--- src/rle_pattern_run_decoder_core_assert.svh ---
// Assertion macros for the run-length pattern decoder.
// Clocked on clock, disabled while reset is high; no other dependencies.
`ifndef RLE_PATTERN_RUN_DECODER_CORE_ASSERT_SVH
`define RLE_PATTERN_RUN_DECODER_CORE_ASSERT_SVH

// same-cycle implication
`define RPD_ASSERT_NOW(lbl, ante, cons, msg) \
   lbl: assert property (@(posedge clock) disable iff (reset) (ante) |-> (cons)) \
      else $error(msg);

// next-cycle implication
`define RPD_ASSERT_NEXT(lbl, ante, cons, msg) \
   lbl: assert property (@(posedge clock) disable iff (reset) (ante) |=> (cons)) \
      else $error(msg);

`endif

--- src/rpd_pkg.sv ---
// Shared types and constants for the run-length pattern decoder.
// No dependencies.
package rpd_pkg;

   localparam int COORD_BITS = 16;
   localparam logic [15:0] COORD_MAX = (COORD_BITS >= 16) ? 16'hFFFF :
                                       16'((32'd1 << COORD_BITS) - 32'd1);

   localparam int CSR_INDEX_BITS = 1;
   localparam logic [CSR_INDEX_BITS-1:0] REG_GRID_COLS = 1'd0;
   localparam logic [CSR_INDEX_BITS-1:0] REG_GRID_ROWS = 1'd1;

   localparam logic [7:0] CHAR_ZERO    = 8'h30;
   localparam logic [7:0] CHAR_NINE    = 8'h39;
   localparam logic [7:0] CHAR_SPACE   = 8'h20;
   localparam logic [7:0] CHAR_TAB     = 8'h09;
   localparam logic [7:0] CHAR_LF      = 8'h0A;
   localparam logic [7:0] CHAR_CR      = 8'h0D;
   localparam logic [7:0] CHAR_ROW_END = 8'h24;
   localparam logic [7:0] CHAR_PAT_END = 8'h21;
   localparam logic [7:0] CHAR_PAD     = 8'h62;

   typedef struct packed {
      logic [11:0] grid_cols;
      logic [11:0] grid_rows;
   } rpd_cfg_type;

   typedef struct packed {
      logic [15:0] repeat_count;
      logic        count_seen;
      logic [15:0] current_row;
      logic [15:0] current_col;
   } rpd_state_type;

   typedef struct packed {
      logic [7:0]  cell_symbol;
      logic [15:0] row_index;
      logic [15:0] col_start;
      logic [15:0] run_length;
      logic [15:0] rows_spanned;
      logic        pattern_done;
      logic        last_of_item;
   } rpd_result_type;

endpackage

--- src/rle_pattern_run_decoder_core.sv ---
// Run-length pattern body decoder: input register, character decode, result register.
// Depends on rpd_pkg, rpd_csr, rpd_decode and rle_pattern_run_decoder_core_assert.svh.
//
// Use: pattern body characters enter on req_ one per word; req_tlast marks the
// last character and ends the pattern like '!'. Each run leaves on rsp_ as one
// word (symbol, row, column, length, rows spanned); rsp_tlast marks the last
// run of a pattern, rsp_tuser the last run caused by one character.
// Grid width and height are written on csr_ (index 0 cols, 1 rows) while idle.
// A character is held in the input register, its runs then in the result register.
// Throughput: one character per cycle unless rsp_tready stalls; a character that
// causes n results holds the decode register until all have left, as the result
// register takes one run per cycle. Digits and blanks give no result unless last.
// Reset clears the grid size, the pending count and the row and column.
// When the receiver stalls, the result register holds its word and the
// character being decoded waits, so req_tready drops once both are full.
module rle_pattern_run_decoder_core (
   input  logic                               clock,
   input  logic                               reset,
   input  logic                               req_tvalid,
   output logic                               req_tready,
   input  logic [7:0]                         req_tdata,   // [7:0] char_code
   input  logic                               req_tlast,   // final_char
   output logic                               rsp_tvalid,
   input  logic                               rsp_tready,
   // [7:0] cell_symbol, [23:8] row_index, [39:24] col_start,
   // [55:40] run_length, [71:56] rows_spanned
   output logic [71:0]                        rsp_tdata,
   output logic                               rsp_tlast,   // pattern_done
   output logic                               rsp_tuser,   // last_of_item
   input  logic                               csr_valid,
   output logic                               csr_ready,
   input  logic [rpd_pkg::CSR_INDEX_BITS-1:0] csr_index,
   input  logic [11:0]                        csr_wdata
);
   import rpd_pkg::*;

   rpd_cfg_type    cfg;
   rpd_state_type  state_ff, state_in, state_next;
   rpd_result_type res [3];
   rpd_result_type rsp_ff, rsp_in;
   logic [1:0]     res_cnt, idx_ff, idx_in;
   logic           pat_end;
   logic           item_valid_ff, item_valid_in;
   logic [7:0]     char_ff, char_in;
   logic           final_ff, final_in;
   logic           rsp_valid_ff, rsp_valid_in;
   logic           out_free, has_res, last_sel, item_done, load, req_accept;

   rpd_csr u_csr (
      .clock     (clock),
      .reset     (reset),
      .csr_valid (csr_valid),
      .csr_ready (csr_ready),
      .csr_index (csr_index),
      .csr_wdata (csr_wdata),
      .cfg       (cfg)
   );

   rpd_decode u_decode (
      .char_code  (char_ff),
      .final_char (final_ff),
      .state      (state_ff),
      .cfg        (cfg),
      .res        (res),
      .res_cnt    (res_cnt),
      .pat_end    (pat_end),
      .state_next (state_next)
   );

   assign out_free   = !rsp_valid_ff || rsp_tready;
   assign has_res    = (res_cnt != 2'd0);
   assign last_sel   = (idx_ff == res_cnt - 2'd1);
   assign item_done  = item_valid_ff && (!has_res || (out_free && last_sel));
   assign load       = item_valid_ff && has_res && out_free;
   assign req_tready = !item_valid_ff || item_done;
   assign req_accept = req_tvalid && req_tready;

   always_comb begin
      item_valid_in = item_valid_ff;
      char_in       = char_ff;
      final_in      = final_ff;
      if (req_accept) begin
         item_valid_in = 1'b1;
         char_in       = req_tdata;
         final_in      = req_tlast;
      end else if (item_done) begin
         item_valid_in = 1'b0;
      end

      idx_in = item_done ? 2'd0 : (load ? idx_ff + 2'd1 : idx_ff);
      state_in = item_done ? state_next : state_ff;

      rsp_valid_in = load ? 1'b1 : (rsp_tready ? 1'b0 : rsp_valid_ff);
      rsp_in = rsp_ff;
      if (load) begin
         unique case (idx_ff)
            2'd0:    rsp_in = res[0];
            2'd1:    rsp_in = res[1];
            default: rsp_in = res[2];
         endcase
      end
   end

   always_ff @(posedge clock) begin
      if (reset) begin
         item_valid_ff <= 1'b0;
         idx_ff        <= 2'd0;
         state_ff      <= '0;
         rsp_valid_ff  <= 1'b0;
      end else begin
         item_valid_ff <= item_valid_in;
         idx_ff        <= idx_in;
         state_ff      <= state_in;
         rsp_valid_ff  <= rsp_valid_in;
      end
      char_ff  <= char_in;
      final_ff <= final_in;
      rsp_ff   <= rsp_in;
   end

   assign rsp_tvalid = rsp_valid_ff;
   assign rsp_tdata  = {rsp_ff.rows_spanned, rsp_ff.run_length, rsp_ff.col_start,
                        rsp_ff.row_index, rsp_ff.cell_symbol};
   assign rsp_tlast  = rsp_ff.pattern_done;
   assign rsp_tuser  = rsp_ff.last_of_item;

`include "rle_pattern_run_decoder_core_assert.svh"

   `RPD_ASSERT_NOW(a_idx_in_range, item_valid_ff && has_res, idx_ff < res_cnt, "bad run index")
   `RPD_ASSERT_NEXT(a_state_hold, !item_done, state_ff == $past(state_ff), "state moved mid item")
   `RPD_ASSERT_NEXT(a_end_clears, item_done && pat_end, state_ff == '0, "state kept after end")
   `RPD_ASSERT_NOW(a_done_is_last, rsp_valid_ff && rsp_tlast, rsp_tuser, "end not last run")

endmodule

--- src/rpd_csr.sv ---
// Configuration registers (grid width and height) of the pattern decoder.
// Depends on rpd_pkg.
module rpd_csr (
   input  logic                               clock,
   input  logic                               reset,
   input  logic                               csr_valid,
   output logic                               csr_ready,
   input  logic [rpd_pkg::CSR_INDEX_BITS-1:0] csr_index,
   input  logic [11:0]                        csr_wdata,
   output rpd_pkg::rpd_cfg_type               cfg
);
   import rpd_pkg::*;

   rpd_cfg_type cfg_ff, cfg_in;

   assign csr_ready = 1'b1;
   assign cfg       = cfg_ff;

   always_comb begin
      cfg_in = cfg_ff;
      if (csr_valid) begin
         unique case (csr_index)
            REG_GRID_COLS: cfg_in.grid_cols = csr_wdata;
            REG_GRID_ROWS: cfg_in.grid_rows = csr_wdata;
         endcase
      end
   end

   always_ff @(posedge clock) begin
      if (reset) begin
         cfg_ff <= '0;
      end else begin
         cfg_ff <= cfg_in;
      end
   end

endmodule

--- src/rpd_decode.sv ---
// Decode of one pattern character: up to three runs and the next decoder state.
// Purely combinational; depends on rpd_pkg.
module rpd_decode (
   input  logic [7:0]                   char_code,
   input  logic                         final_char,
   input  rpd_pkg::rpd_state_type       state,
   input  rpd_pkg::rpd_cfg_type         cfg,
   output rpd_pkg::rpd_result_type      res [3],
   output logic [1:0]                   res_cnt,
   output logic                         pat_end,
   output rpd_pkg::rpd_state_type       state_next
);
   import rpd_pkg::*;

   function automatic logic [15:0] sat_add(input logic [15:0] a, input logic [15:0] b);
      logic [16:0] s;
      s = {1'b0, a} + {1'b0, b};
      return (s > {1'b0, COORD_MAX}) ? COORD_MAX : s[15:0];
   endfunction

   function automatic rpd_result_type mk(input logic [7:0] sym, input logic [15:0] row,
                                         input logic [15:0] col, input logic [15:0] len,
                                         input logic [15:0] span);
      rpd_result_type r;
      r.cell_symbol  = sym;
      r.row_index    = row;
      r.col_start    = col;
      r.run_length   = len;
      r.rows_spanned = span;
      r.pattern_done = 1'b0;
      r.last_of_item = 1'b0;
      return r;
   endfunction

   logic        is_digit, is_blank, is_row_end, is_end_char, is_symbol;
   logic [15:0] cols16, rows16;
   logic [19:0] digit_acc;
   logic [15:0] count_sat, n_run, n_row;
   logic [15:0] row_mid, col_mid;
   logic [15:0] pad_cur, pad_mid, span_blk, span_rest;
   logic [16:0] row_mid_p1;
   logic [1:0]  main_cnt, fin_cnt;
   rpd_result_type m0, m1, f0, f1;
   rpd_result_type pick [3];

   assign cols16 = {4'd0, cfg.grid_cols};
   assign rows16 = {4'd0, cfg.grid_rows};

   assign is_digit    = (char_code >= CHAR_ZERO) && (char_code <= CHAR_NINE);
   assign is_blank    = (char_code == CHAR_SPACE) || (char_code == CHAR_TAB) ||
                        (char_code == CHAR_LF) || (char_code == CHAR_CR);
   assign is_end_char = (char_code == CHAR_PAT_END);
   assign is_row_end  = (char_code == CHAR_ROW_END);
   assign is_symbol   = !is_digit && !is_blank && !is_end_char && !is_row_end;
   assign pat_end     = final_char || is_end_char;

   // count * 10 + digit
   assign digit_acc = {1'b0, state.repeat_count, 3'd0} + {3'd0, state.repeat_count, 1'b0}
                      + {16'd0, char_code[3:0]};
   assign count_sat = (digit_acc > 20'h0FFFF) ? 16'hFFFF : digit_acc[15:0];

   assign n_run = state.count_seen ? state.repeat_count : 16'd1;
   assign n_row = (n_run == 16'd0) ? 16'd1 : n_run;

   assign row_mid = is_row_end ? sat_add(state.current_row, n_row) : state.current_row;
   assign col_mid = is_row_end ? 16'd0 :
                    is_symbol  ? sat_add(state.current_col, n_run) : state.current_col;

   assign pad_cur    = (state.current_col < cols16) ? cols16 - state.current_col : 16'd0;
   assign pad_mid    = (col_mid < cols16) ? cols16 - col_mid : 16'd0;
   assign span_blk   = (rows16 > row_mid) ? rows16 - row_mid : 16'd1;
   assign row_mid_p1 = {1'b0, row_mid} + 17'd1;
   assign span_rest  = rows16 - row_mid - 16'd1;

   always_comb begin
      m0 = mk(char_code, state.current_row, state.current_col, n_run, 16'd1);
      m1 = mk(CHAR_PAD, sat_add(state.current_row, 16'd1), 16'd0, cols16, n_row - 16'd1);
      main_cnt = 2'd0;
      if (is_row_end) begin
         m0 = mk(CHAR_PAD, state.current_row, state.current_col, pad_cur, 16'd1);
         main_cnt = (n_row > 16'd1) ? 2'd2 : 2'd1;
      end else if (is_symbol) begin
         main_cnt = 2'd1;
      end

      if (col_mid == 16'd0) begin
         f0 = mk(CHAR_PAD, row_mid, 16'd0, cols16, span_blk);
         fin_cnt = 2'd1;
      end else begin
         f0 = mk(CHAR_PAD, row_mid, col_mid, pad_mid, 16'd1);
         fin_cnt = (row_mid_p1 < {1'b0, rows16}) ? 2'd2 : 2'd1;
      end
      f1 = mk(CHAR_PAD, sat_add(row_mid, 16'd1), 16'd0, cols16, span_rest);
      if (!pat_end) fin_cnt = 2'd0;

      unique case (main_cnt)
         2'd0: begin
            pick[0] = f0; pick[1] = f1; pick[2] = f1;
         end
         2'd1: begin
            pick[0] = m0; pick[1] = f0; pick[2] = f1;
         end
         default: begin
            pick[0] = m0; pick[1] = m1; pick[2] = f0;
         end
      endcase

      res_cnt = main_cnt + fin_cnt;
      for (int i = 0; i < 3; i++) begin
         res[i] = pick[i];
         res[i].last_of_item = (2'(i) == res_cnt - 2'd1);
         res[i].pattern_done = res[i].last_of_item && pat_end;
      end

      state_next = state;
      if (pat_end) begin
         state_next = '0;
      end else if (is_digit) begin
         state_next.repeat_count = count_sat;
         state_next.count_seen   = 1'b1;
      end else if (is_row_end || is_symbol) begin
         state_next.repeat_count = 16'd0;
         state_next.count_seen   = 1'b0;
         state_next.current_row  = row_mid;
         state_next.current_col  = col_mid;
      end
   end

endmodule
--- config.mk ---
export PLATFORM = sky130hd
export DESIGN_NAME = rle_pattern_run_decoder_core
export DESIGN_NICKNAME = d
export VERILOG_FILES = /design/src/rpd_pkg.sv /design/src/rle_pattern_run_decoder_core.sv /design/src/rpd_csr.sv /design/src/rpd_decode.sv
export VERILOG_INCLUDE_DIRS = /design/src /design/src/src
export SDC_FILE = /design/constraint.sdc
export NUM_CORES = 1
export LEC_CHECK = 0
export ABC_AREA = 1
export BUFFER_PORTS_ARGS = -buffer_cell sky130_fd_sc_hd__buf_2
export CORE_ASPECT_RATIO = 0.9
export CORE_MARGIN = 4
export CORE_UTILIZATION = 50
export CTS_CLUSTER_DIAMETER = 50
export DETAILED_ROUTE_END_ITERATION = 8
export GPL_TIMING_DRIVEN = 0
export HOLD_SLACK_MARGIN = 0.05
export PLACE_DENSITY_LB_ADDON = 0.12
export SKIP_LAST_GASP = 1
export SYNTH_ARGS = -nofsm -noshare
export SYNTH_HDL_FRONTEND = slang
export SYNTH_SLANG_ARGS = --single-unit
--- constraint.sdc ---
create_clock -name clock -period 27.4 [get_ports clock]
set_input_delay 2.74 -clock clock [delete_from_list [all_inputs] [get_ports clock]]
set_output_delay 2.74 -clock clock [all_outputs]
set_load 0.02 [all_outputs]
==> results.txt, run 1 <==
The cell type of the slowest stage on the worst timing path is o21ai_0. The initial core utilization is 0.507. The multi-input combinational cell area came out at 9690 sq um. After synthesis the netlist holds a flip-flop and latch count of 160. The biggest area contributor in the post-synthesis netlist is edfxtp_1. The simple-gate portion of the synthesized area came out at 0.306.

The worst slew margin relative to its limit is 0.237. The detailed-placement wirelength estimate came out at 46.5 mm. The detailed-route vias per instance came out at 5.95. The endpoint arrival time on the critical path is 9.83 ns. In this run, the number of DRC markers left after iteration 0 of detailed routing was 1880. The routed layout has 16642 vias.

The cell count after synthesis came out at 2260. The fraction of the mapped netlist area in compound gates came out at 0.178. In this run the most used layer during global routing was met2. The combined flip-flop and latch cell area came out at 4030 sq um.

The post-route antenna net violation count came out at 0. The global routing met2 resource utilization is 0.517. The number of nets in the finished design is 2536. The repair_antennas step left the layout with diodes totalling 0.

The count of buffers from port buffering came out at 101. The highest net fanout along the worst path came out at 10. The number of slew-limit violations in the final report was 0. The area enclosed by the die boundary is 33200 sq um. The number of synthesized flops with an enable pin came out at 83. The first-pass GRT wire length came out at 87.8 mm.

For this run, the leading register cell type out of synthesis is edfxtp_1. The post-synth net total is 2414. The cell sitting at the root of the clock tree is a clkbuf_16. The detailed-route wire length per cell is 20.5 um. The number of different library cells in the post-synthesis netlist is 62. The power density normalized to cell area is 48.2 nW/um^2. The fraction of layout instances using a drive strength above 1 is 0.0939. The worst hold slack came out at 0.498 ns.

Summing all non-filler instances in the final layout gives an area of 16800 sq um. The adder-cell share of the synthesized area came out at 0.108. The initial antenna violation count is 1. Setup repair after global routing left no endpoint under its margin. Counting every sink on the clock net gives 160. The standard-cell row count came out at 60.

The final cycle utilization of the critical path came out at 0.459. The core outline area came out at 29900 sq um. The time the final worst path needs with I/O delays and setup is 12.57 ns. Across the VDD grid, the largest voltage drop is 49.4 uV. By area, the combinational part of the netlist is dominated by simple AND/OR/NAND/NOR gates. In this run, post-CTS repair resized a total of 0 instances. In the post-synthesis netlist, the biggest area contributors are edfxtp_1, nand2_1, dfxtp_1. The total setup violations reported at the end of the flow is 0.

The congestion estimate from routability-driven global placement came to 1.00. Summing every instance area after synthesis gives 15200 sq um. The worst setup path is captured at an output pin. The number of hold violations in the final report is 0. The horizontal die dimension is 192 um. The sequential share of the synthesized area is 0.266. For the final database, setup skew stands at 0.0210 ns.

The global-route met3 utilization came out at 0.0593. The number of remaining DRC errors is 0. The portion of synthesized cell area occupied by the leading cell type came out at 0.164.

The cell type with the highest occurrence count on the critical path is nand2_1. The share of synthesized registers carrying an async set or reset is 0. The length of the first detailed-routing pass in iterations is 6. After synthesis, the share of cell area in mux cells is 0. The vertical die dimension is 173 um. Dividing the synthesized area by the synthesized cell count gives 6.71 sq um.

The run finished with clean final reports. After detailed placement, the total cell area comes to 16200 sq um. The count of maximum capacitance violations is 0. The area growth from synthesis to layout is 10.8%. In this run the worst hold path is classified as reg2reg. After global routing the overflow that remains totals 0.

The clock-pin slew on the worst setup and hold paths came out at 0.07 ns. The slew at the pin closest to its max-slew limit came out at 1.14 ns. The total of warnings raised by yosys is 0.

The startpoint type of the worst setup path is a flop. TritonCTS created 17 clock buffers. Of the total synthesized cell area, the portion taken by XOR and XNOR cells is 0.0468.

The total wirelength of the detailed-routed design is 57.5 mm. The clock tree from TritonCTS is yes. Summed over all cells, the static leakage comes to 0.00805 uW.

The pin count of the biggest net entering global routing came out at 35. For this run, the top clock speed supported by timing is 0.0796 GHz. The worst-case clock buffer depth is 2. The global router's overall resource usage is 0.341. The insertion delay to the later sink of the worst-skew pair came out at 0.46 ns. The total negative slack came out at 0 ns. The H-tree generated during clock tree synthesis spans 4 levels. The number of global-route vias before repair came out at 15311.

The global routing usage on met1 is 0.492. The maximum single-stage delay on the critical path is 0.82 ns. Buffers inserted to repair hold after CTS numbered 0. The worst setup path category is reg2out.

The post-CTS setup-driven buffer insertion count came out at 0. The top-level port count is 104. The data required time of the critical path is 24.66 ns. Counting the fill cells in the layout gives 3038.
[flip-flops by register name (all words and copies together) (netlist names)]
name / flops
rsp_tuser: 1
rsp_tdata: 72
rsp_tvalid: 1
item_valid_ff: 1
char_ff: 8
idx_ff: 2
rsp_tlast: 1
state_ff: 49
u_csr.cfg: 24
final_ff: 1
[Yosys cell counts, types with 4 or more instances]
master,number
a21boi_0,4
a21o_1,12
a21oi_1,186
a22oi_1,5
buf_1,6
buf_2,10
clkbuf_1,43
dfxtp_1,77
edfxtp_1,83
fa_1,7
ha_1,120
inv_1,297
inv_2,8
nand2_1,594
nand2_2,15
nand2_4,6
nand3_1,154
nand3_2,9
nand3b_1,8
nand4_1,35
nor2_1,188
nor2_2,13
nor2_4,6
nor3_1,22
nor4_1,6
o2111ai_1,7
o211ai_1,40
o21ai_0,102
o21bai_1,14
o221ai_1,11
o22ai_1,40
o31ai_1,6
or2_2,4
xnor2_1,25
xor2_1,56
[routing by layer]
| metal | share of wire | wire length, um |
|---|---|---|
| met5 | 0 | 0 |
| met4 | 0.030 | 1750 |
| met3 | 0.10 | 5770 |
| met2 | 0.43 | 24700 |
| met1 | 0.44 | 25200 |
[cell type report]
cell class,count,area share
Tap cell,403,0.0300
Buffer,65,0.0169
Sequential cell,160,0.240
Clock inverter,15,0.00953
Inverter,307,0.0687
Timing Repair Buffer,103,0.0325
Clock buffer,17,0.0253
Multi-Input combinational cell,1728,0.577
[worst paths after layout]
check	start	to	slack (ns)	depth (start not counted)
min	u_csr.cfg[9]	u_csr.cfg[9]	0.50	2
min reg2reg	u_csr.cfg[9]	u_csr.cfg[9]	0.50	2
max reg2reg	state_ff[32]	state_ff[0]	16.46	56
max	state_ff[32]	req_tready	14.83	50
[report_power, final]
| part | leakage [uW] | internal, uW | switching (uW) |
|---|---|---|---|
| logic | 0.00635 | 76.3 | 193 |
| clock network | 0.000284 | 130 | 122 |
| registers | 0.00142 | 279 | 9.23 |
| total | 0.00805 | 486 | 325 |
[logic make-up after synthesis]
kind of cell | count (synthesis)
buf+inv | 372
simple gates | 1066
flops | 160
fa+ha+maj | 127
xor+xnor | 81
other cells | 1
compound gates | 453
[critical path, delay by kind of cell, from the launching register on]
family	cells	cell delay [ns]
AOI/OAI and AO/OA	8	2.05
xor gates and xnor gates	1	0.23
adders and majority gates	6	1.74
buffers and inverters	10	1.52
DFF	1	0.38
and+or+nand+nor	25	3.45
[placed cells by master (no fill, tap or decap), drive strengths merged, types with 25 or more instances in the layout]
cell type    n
edfxtp      83
xnor2       25
buf        124
nand4       35
a21oi      190
nand3      165
nand2      615
xor2        56
inv        317
nor2       207
o21ai      104
clkbuf      61
dfxtp       77
o211ai      40
o22ai       40
ha         120
[metrics by stage]
stage,utilization,setup WS (ns),total power [uW],std cells
3_3_place_gp,0.541,13.93,552,2764
5_1_grt,0.562,14.38,847,2798
3_5_place_dp,0.543,15.81,555,2766
6_report,0.562,14.83,810,2798
2_1_floorplan,-,17.71,467,2260
4_1_cts,0.562,15.27,804,2798
Note: power is estimated with default switching activity, not from simulation.
==> inputs of run 2 (changes only) <==
==> constraint.sdc (replaced) <==
create_clock -name clock -period 10.35 [get_ports clock]
set_input_delay 1.035 -clock clock [delete_from_list [all_inputs] [get_ports clock]]
set_output_delay 1.035 -clock clock [all_outputs]
set_load 0.02 [all_outputs]
==> run 2 against run 1 <==
  * Critical path depth down 1
  * Critical endpoint unchanged
  * Critical path type unchanged
  * Non-clock buffer count is the same
  * Largest power group unchanged
  * Via count shrank 0.55%
  * Setup slack lost 14 ns
==> results.txt, run 2 (same netlist as run 1, synthesis figures left out) <==
The standard-cell row count came out at 60. The register with the most flip-flops in the layout has 72 of them. The cell count after placement came out at 2766. The startpoint type of the worst setup path is a flop. The time the final worst path needs with I/O delays and setup came out at 9.83 ns. The detailed router placed 16550 vias in this run.

The highest net fanout along the worst path is 10. Setup violations remaining at the end of the flow were counted as 0. The critical path capture point type is an output pin. The total overflow left after global routing is 0.

The first-pass GRT wire length is 87.8 mm. The die covers 33200 sq um. The top-level port count is 104. The insertion delay to the later sink of the worst-skew pair came out at 0.46 ns. The number of global-route vias before repair was 15311. The data required time of the critical path is 9.32 ns. The clock-pin slew on the worst setup and hold paths is 0.07 ns. The net count of the finished layout is 2536.

For this configuration, the core starts out at a cell density of 0.507. The longest clock path from root to sink contains 2 buffers. Of the cells placed in the final design, the portion with a size suffix greater than 1 is 0.0994. The initial antenna violation count came to 1. The slew at the pin closest to its max-slew limit is 1.17 ns.

The tree is rooted in a clkbuf_16. The setup clock skew after layout came out at 0.0191 ns. Measured against its own limit, the worst slew margin works out to 0.219. The number of slew-limit violations in the final report came out at 0. The final cycle utilization of the critical path came out at 0.950.

The total power after layout came out at 2150 uW. The flow ran to the end, and the final reports show no timing, DRC or antenna violations. The clock net in this run drives a total of 160 sinks. The total leakage power is 0.00807 uW.

At the end of routability-driven placement, the weighted congestion stood at 1.00. The total negative slack came out at 0 ns. The detailed-route vias per instance came out at 5.91. The library cell used most frequently in the layout, excluding fill and tap cells, is nand2_1. The type of the worst min-delay path is reg2reg. The worst hold slack came out at 0.498 ns. The maximum single-stage delay on the critical path came out at 0.40 ns. The placed instances occupy a cell area of 16200 sq um. In this run the vertical extent of the chip is 173 um. In the layout the commonest cells are nand2_1, inv_1, nor2_1, a21oi_1, nand3_1.

The pin count of the biggest net entering global routing came out at 35. During placement, the flow inserted port buffers numbering 101. Based on the critical path, the design can be clocked at up to 0.102 GHz. The layout has 3033 filler cells.

Post-CTS timing repair inserted 0 buffers for setup. The total wirelength of the detailed-routed design came out at 57.5 mm. The number of buffers inserted during clock tree synthesis came out at 17.

In this run the number of H-tree levels came out at 4. The number of hold violations in the final report came out at 0. The clock tree from TritonCTS is yes. Power spread over the standard cell area amounts to 127 nW/um^2. The wire-length estimate of the detail-placed layout is 46.5 mm. The endpoint arrival time on the critical path came out at 8.80 ns. Dividing the detail-routed wire length by the instance count gives 20.5 um. Once layout is complete, the cells apart from fillers number 2799. The horizontal die dimension came out at 192 um. The cell type of the slowest stage on the worst timing path is fa_1. Across every metal layer, demand over resource in global routing totals 0.341. The worst ir drop on vdd is 129 uV.

The final design area excluding fillers is 16900 sq um. The number of remaining DRC errors is 0. The first TritonRoute pass finished after 6 iterations. The initial DRC count came out at 1996. By startpoint and endpoint, the worst setup path is classified as reg2out. In this design, the critical path's most frequently occurring cell is nand2_1. The count of maximum capacitance violations came out at 0.

The core region is 29900 sq um. The post-route antenna net violation count came out at 0. Compared with the post-synthesis result, the final layout area differs by 11.2%.
==> run 2: worst paths after layout <==
check,from,to,slack [ns],cells after the start
worst max-delay path,state_ff[32],req_tready,0.52,49
worst max register to register,state_ff[32],state_ff[0],0.61,55
worst min-delay path,u_csr.cfg[9],u_csr.cfg[9],0.50,2
worst min register to register,u_csr.cfg[9],u_csr.cfg[9],0.50,2
==> run 2: power breakdown <==
part	switching, uW	total (uW)	internal, uW
combinational	513	715	203
sequential	24.5	764	740
clock	323	667	344
==> run 2: final cells by class <==
type | instances | area [sq um] | area share
diodes | 1 | 2.50 | 0.000148
plain buffers | 65 | 288 | 0.0171
clock buffers | 17 | 425 | 0.0252
clock inverters | 15 | 160 | 0.00950
inverters | 307 | 1160 | 0.0687
multi-input cells | 1728 | 9740 | 0.578
flip-flops and latches | 160 | 4030 | 0.239
well taps | 403 | 504 | 0.0299
repair buffers | 103 | 546 | 0.0324
==> run 2: layer usage <==
metal  up-vias  track usage  wire, um
met5         -            0         0
met4         0        0.111      1790
met3       129       0.0593      5370
met2       893        0.517     24800
met1      7704        0.492     25500
li1       7824            -         -
==> run 2: critical path, delay by kind of cell, from the launching register on <==
kind | cells | cell delay (ns)
simple gates | 24 | 3.20
fa+ha+maj | 6 | 1.64
xor+xnor | 1 | 0.22
compound gates | 8 | 1.46
buf+inv | 10 | 1.41
flops | 1 | 0.38
==> run 2: through the flow <==
step                 util  setup slack (ns)
finish              0.564             0.515
floorplan               -             0.657
CTS                 0.562             0.156
detailed placement  0.543           -0.0169
global placement    0.541             -3.12
global route        0.564          -0.00303
==> run 2: what timing repair did <==
action                                  4_1_cts  5_1_grt
hold buffers                                  0        0
gates resized for setup                       1       19
pin swaps                                     0        0
endpoints found under the setup margin       25       53
